$ cat src/design/tt_ram.sv
module tt_ram #(
    parameter int WIDTH     = 8,
    parameter int ADDR_BITS = 4
) (
    input  logic                 i_clk,
    input  logic                 i_we,
    input  logic [ADDR_BITS-1:0] i_waddr,
    input  logic [WIDTH-1:0]     i_wdata,
    input  logic                 i_re,
    input  logic [ADDR_BITS-1:0] i_raddr,
    output logic [WIDTH-1:0]     o_rdata
);

    logic [WIDTH-1:0] r_mem [(1 << ADDR_BITS)];
    logic [WIDTH-1:0] r_rdata;

    always_ff @(posedge i_clk) begin
        if (i_we) begin
            r_mem[i_waddr] <= i_wdata;
        end
        if (i_re) begin
            r_rdata <= r_mem[i_raddr];
        end
    end

    assign o_rdata = r_rdata;

endmodule

$ cat config.mk
export PLATFORM = sky130hd
export DESIGN_NAME = tt_ram
export DESIGN_NICKNAME = d
export VERILOG_FILES = /design/src/design/tt_ram.sv
export SDC_FILE = /design/constraint.sdc
export NUM_CORES = 1
export LEC_CHECK = 0
export ABC_AREA = 0
export BUFFER_PORTS_ARGS = -buffer_cell sky130_fd_sc_hd__buf_2
export CORE_ASPECT_RATIO = 0.7
export CORE_MARGIN = 2
export CORE_UTILIZATION = 45
export CTS_CLUSTER_DIAMETER = 50
export CTS_CLUSTER_SIZE = 14
export DETAILED_ROUTE_END_ITERATION = 10
export GPL_TIMING_DRIVEN = 0
export PLACE_DENSITY_LB_ADDON = 0.05
export SLEW_MARGIN = 20
export SYNTH_ARGS = -nofsm -noshare
export SYNTH_HDL_FRONTEND = slang
export SYNTH_SLANG_ARGS = --single-unit
$ cat constraint.sdc
create_clock -name i_clk -period 3.7 [get_ports i_clk]
set_clock_uncertainty 0.2 [all_clocks]
set_input_delay 0.74 -clock i_clk [delete_from_list [all_inputs] [get_ports i_clk]]
set_output_delay 0.74 -clock i_clk [all_outputs]
set_load 0.1 [all_outputs]
==> impl_metrics.toml, run 1 <==
[cells_and_area]
num_antenna_cells = 0
drive_gt1_share_pct = 28.7
most-common-layout-cells = "edfxtp_1, buf_2, mux4_2"
fill_cells = 848
multi_input_area_mm2 = 0.00108
nNetsFinal = 292
regArea_mm2 = 0.00408
area_delta_synth_final_pct = 16.8
utilization_pct = 54.7
final_common_cell = "edfxtp_1"

[drt]
drc_errors = 0
dr.pass1.iters = 5
via_count = 2412
final_antenna_net_count = 0
drt_first_iter_violations = 289
viasPerCell = 5.49
wl_um = 10300
wl_per_cell_um = 23.6

[synth]
ys_ff_latch = 136
synth_nets = 248
ys_seq_area_share_pct = 78.1
avgSynthCellArea_um2 = 22.8
synth_cell_types = 18
synth_area_mm2 = 0.00523
yosys.area.top_type = "edfxtp_1"
yosys_warnings = 0
synth_cells = 229
yosysTopAreaCellShare_pct = 78.1
synthTopCellsByArea = "edfxtp_1, mux4_2, mux4_1, a22oi_1, nor2_1"

[power]
power_frac_comb_pct = 6.3
power_frac_clock_pct = 44.1
p_int_w = 0.00277
power_w = 0.00352
p_per_area_mw_per_mm2 = 576
p_sw_share_pct = 21.2
p_seq_share_pct = 49.6
ir_drop_v = 0.000339
power_leakage_nw = 2.02
p_sw_w = 0.000746

[worst_setup_path]
end_kind = "register"
worstPathMaxFanout = 8
crit_required_ns = 3.53
max_stage_delay_ns = 0.67
r2r_setup_slack_ns = 1.92
cpMaxStageDelayCell = "nor2_1"
critical_path_class = "primary input to register"
critPathLaunchType = "primary input"
cp.arrival_ns = 2.07
path_cells = "buf_2, or3b_2, nor2_1"

[timing]
period_share_pct = 60.6
final_period_minus_worst_setup_slack_ns = 2.24
finalSetupTns_ns = 0
max-slew-margin-rel_pct = 43.0
tightest_slew_ns = 0.852
finalSetupViolCount = 0
grt_setup_unrepaired = "false"
final-max-slew-violation-count = 0
max_freq_mhz = 446
hold_viol = 0

[place]
dpl.hpwl_um = 6480
gp_congestion = 0.691
port_buffers = 25

[clock_tree]
clkLatencyLatePin_ns = 0.41
numCtsBuffers = 17
cts_resized = 0
post_cts_buffers = 0
cts.root.buffer_cell = "clkbuf_16"
cts_max_level = 4
cts_buffer_depth = 2
cts_tree = "yes"
cts_sinks = 136
clk_pin_slew_ns = 0.06
holdBufCountCts = 0

[hold_path]
hold_class = "primary input to register"

[flow_run]
maxCapViolCount = 0

[global_routing]
antenna_found_initial = 0
grt_max_degree = 17
grt_usage_pct = 18.4
grt_pass1_wl_um = 15400
grt.overflow.total = 0
grt_pass1_vias = 2390

[floorplan]
core_area_mm2 = 0.0112
dieHeight_um = 94.2
start_util_pct = 46.8
dieArea_mm2 = 0.0125
die_w_um = 133
io_pins = 27
num_rows = 32

[status]
status = "complete, no violations"
[metrics by stage]
stage	area (µm²)	worst slack, ns	hold slack (ns)	cells
after detailed placement	5560	1.03	0.558	407
after CTS	6110	1.47	0.468	439
final	6110	1.46	0.488	439
after global placement	5540	0.634	0.550	407
after global routing	6110	1.41	0.467	439
after floorplan	5230	1.27	0.505	229
[state kept, by name (all words and copies together) (netlist names)]
register and flops:
o_rdata 8, r_mem 128
[power groups by stage]
stage               clock network (W)  registers, W  logic (W)
finish                        0.00155       0.00174   0.000221
global route                  0.00164       0.00175   0.000236
floorplan                           0       0.00183  0.0000876
global placement                    0       0.00177   0.000220
CTS                           0.00158       0.00174   0.000223
detailed placement                  0       0.00178   0.000223
[cells in the mapped netlist (all sizes together)]
cell type and instances:
mux4 32, nand2b 2, a22oi 16, edfxtp 136, nand3b 2, buf 7, or3b 1, nor2 13
and2b 1, nand2 9, nor2b 1, nand3 1, nor3 4, and2 1, clkdlybuf4s25 3
[final cells by class]
type	count	area share, %
clock inverter	14	1.86
tap	153	3.13
timing repair buffer	25	2.05
multi-input combinational	83	17.6
clock buffer	18	7.03
buffer	10	1.41
sequential	136	66.9
[layer usage]
metal / GRT usage [%] / part of all wire [%] / up-vias / routed length [µm]
met1: 28.1 / 51 / 1268 / 5240
met2: 24.8 / 44 / 69 / 4530
met3: 5.45 / 5.2 / 2 / 542
li1: - / - / 1073 / -
met5: 0 / 0 / - / 0
met4: 6.72 / 0.27 / 0 / 28
[worst max-delay path: cells and delay by family]
family	cells	cell delay, ns
simple gates	2	1.20
buf+inv	1	0.13
[logic make-up after synthesis]
logic type	synth area share, %
compound gates	2.30
buf+inv	1.65
flops	78.1
mux	14.8
simple gates	3.14
[path summary, 6_finish.rpt]
| check | end | cells after the start | start |
|---|---|---|---|
| setup / recovery | r_mem[2][2]$_DFFE_PP_ | 3 | i_waddr[2] |
| hold / removal | o_rdata[1]$_DFFE_PP_ | 1 | i_re |
| setup reg to reg | o_rdata[0]$_DFFE_PP_ | 3 | r_mem[5][0]$_DFFE_PP_ |
| hold reg to reg | o_rdata[4]$_DFFE_PP_ | 3 | r_mem[11][4]$_DFFE_PP_ |
(Power assumes the default switching activity.)
==> run 2: changes to the inputs <==
Clock period 3.7 ns to 2.1 ns, I/O delays scaled along.
==> impl_metrics.toml, run 2 (synthesized netlist as in run 1, its figures left out) <==
[cells_and_area]
nNetsFinal = 292
num_antenna_cells = 0
largest_register_ffs = 128
utilization_pct = 54.9
regMostFlops = "r_mem"
most-common-layout-cells = "edfxtp_1, buf_2, mux4_2"
final_common_cell = "edfxtp_1"
drive_gt1_share_pct = 30.4
area_delta_synth_final_pct = 17.2

[timing]
hold_viol = 0
final_period_minus_worst_setup_slack_ns = 1.93
finalSetupViolCount = 0
max-slew-margin-rel_pct = 43.4
tightest_slew_ns = 0.846
final-max-slew-violation-count = 0
max_freq_mhz = 519
setup_ws_ns = 0.173
grt_setup_unrepaired = "false"
period_share_pct = 91.7

[worst_setup_path]
end_kind = "register"
ff2ff_path_depth = 3
path_cells = "buf_2, or3b_2, nor2_1"
max_stage_delay_ns = 0.67
worstPathMaxFanout = 8
critical_path_class = "primary input to register"
cp.arrival_ns = 1.75
critPathLaunchType = "primary input"
crit_required_ns = 1.92
cpMaxStageDelayCell = "nor2_1"

[power]
p_sw_share_pct = 21.9
p_per_area_mw_per_mm2 = 1030
power_frac_comb_pct = 6.2
p_sw_w = 0.00137
power_leakage_nw = 2.02
p_int_w = 0.00491
power_frac_clock_pct = 44.9
ir_drop_v = 0.000570
p_seq_share_pct = 48.9

[place]
post-place-ws_ns = -0.257
dpl.hpwl_um = 6740
gp_congestion = 0.676
port_buffers = 25

[floorplan]
num_rows = 32
die_w_um = 133
io_pins = 27
core_area_mm2 = 0.0112
dieArea_mm2 = 0.0125
start_util_pct = 46.8
dieHeight_um = 94.2

[drt]
final_antenna_net_count = 0
drc_errors = 0
wl_um = 10600
drt_first_iter_violations = 200
dr.pass1.iters = 6
wl_per_cell_um = 24.2
via_count = 2401
viasPerCell = 5.47

[status]
status = "complete, no violations"

[flow_run]
maxCapViolCount = 0

[clock_tree]
post_cts_buffers = 0
cts_buffer_depth = 2
cts.root.buffer_cell = "clkbuf_16"
clkLatencyLatePin_ns = 0.42
cts_resized = 0
clk_pin_slew_ns = 0.06
numCtsBuffers = 17
cts_max_level = 4
cts_tree = "yes"
cts_sinks = 136
holdBufCountCts = 0

[hold_path]
hold_class = "primary input to register"
hold_path_depth = 1

[global_routing]
antenna_found_initial = 0
grt_max_degree = 17
grt_usage_pct = 18.7
grt_pass1_vias = 2397
grt_pass1_wl_um = 15800
grt.overflow.total = 0
[run 2: changes by cell type in the layout (fill, tap and decap cells not counted), sizes merged]
cell,delta
clkinvlp,+3
clkbuf,+1
clkinv,-4
[run 2: layout make-up]
type	instances	area, µm²
Tap cell	153	191
Clock inverter	13	131
Clock buffer	19	433
Multi-Input combinational cell	83	1080
Sequential cell	136	4080
Timing Repair Buffer	25	125
Fill cell	851	5040
Buffer	10	86.3
[run 2: power groups by stage]
stage	Sequential, W	Combinational (W)	Clock, W
after global placement	0.00313	0.000389	0
after CTS	0.00307	0.000396	0.00286
after global routing	0.00308	0.000415	0.00298
final	0.00307	0.000390	0.00282
after floorplan	0.00322	0.000155	0
after detailed placement	0.00313	0.000396	0
[run 2: metal layers]
layer	share of wire [%]	GRT usage, %	routed length, µm	vias to the layer above
met5	0	0	0	-
met2	45	25.2	4760	73
met4	0.46	6.36	49	0
met1	48	29.1	5060	1251
met3	7.2	5.18	770	4
li1	-	-	-	1073
[run 2: worst paths after layout]
kind | from | to | slack [ns]
max reg2reg | r_mem[5][1]$_DFFE_PP_ | o_rdata[1]$_DFFE_PP_ | 0.34
max | i_waddr[2] | r_mem[1][2]$_DFFE_PP_ | 0.17
min | i_re | o_rdata[6]$_DFFE_PP_ | 0.14
min reg2reg | r_mem[11][2]$_DFFE_PP_ | o_rdata[2]$_DFFE_PP_ | 0.57
[run 2: through the flow]
step           power (W)  hold slack, ns  setup TNS (ns)  cells  area, µm²
2_1_floorplan    0.00338           0.319               0    229       5230
3_3_place_gp     0.00352           0.550          -13.90    407       5550
3_5_place_dp     0.00353           0.557           -7.92    407       5560
4_1_cts          0.00633           0.151               0    439       6130
5_1_grt          0.00647           0.154               0    439       6130
6_report         0.00629           0.144               0    439       6130
[run 2: critical path, delay by kind of cell]
kind / cells / cell delay, ns
buffers and inverters: 1 / 0.12
and+or+nand+nor: 2 / 1.20
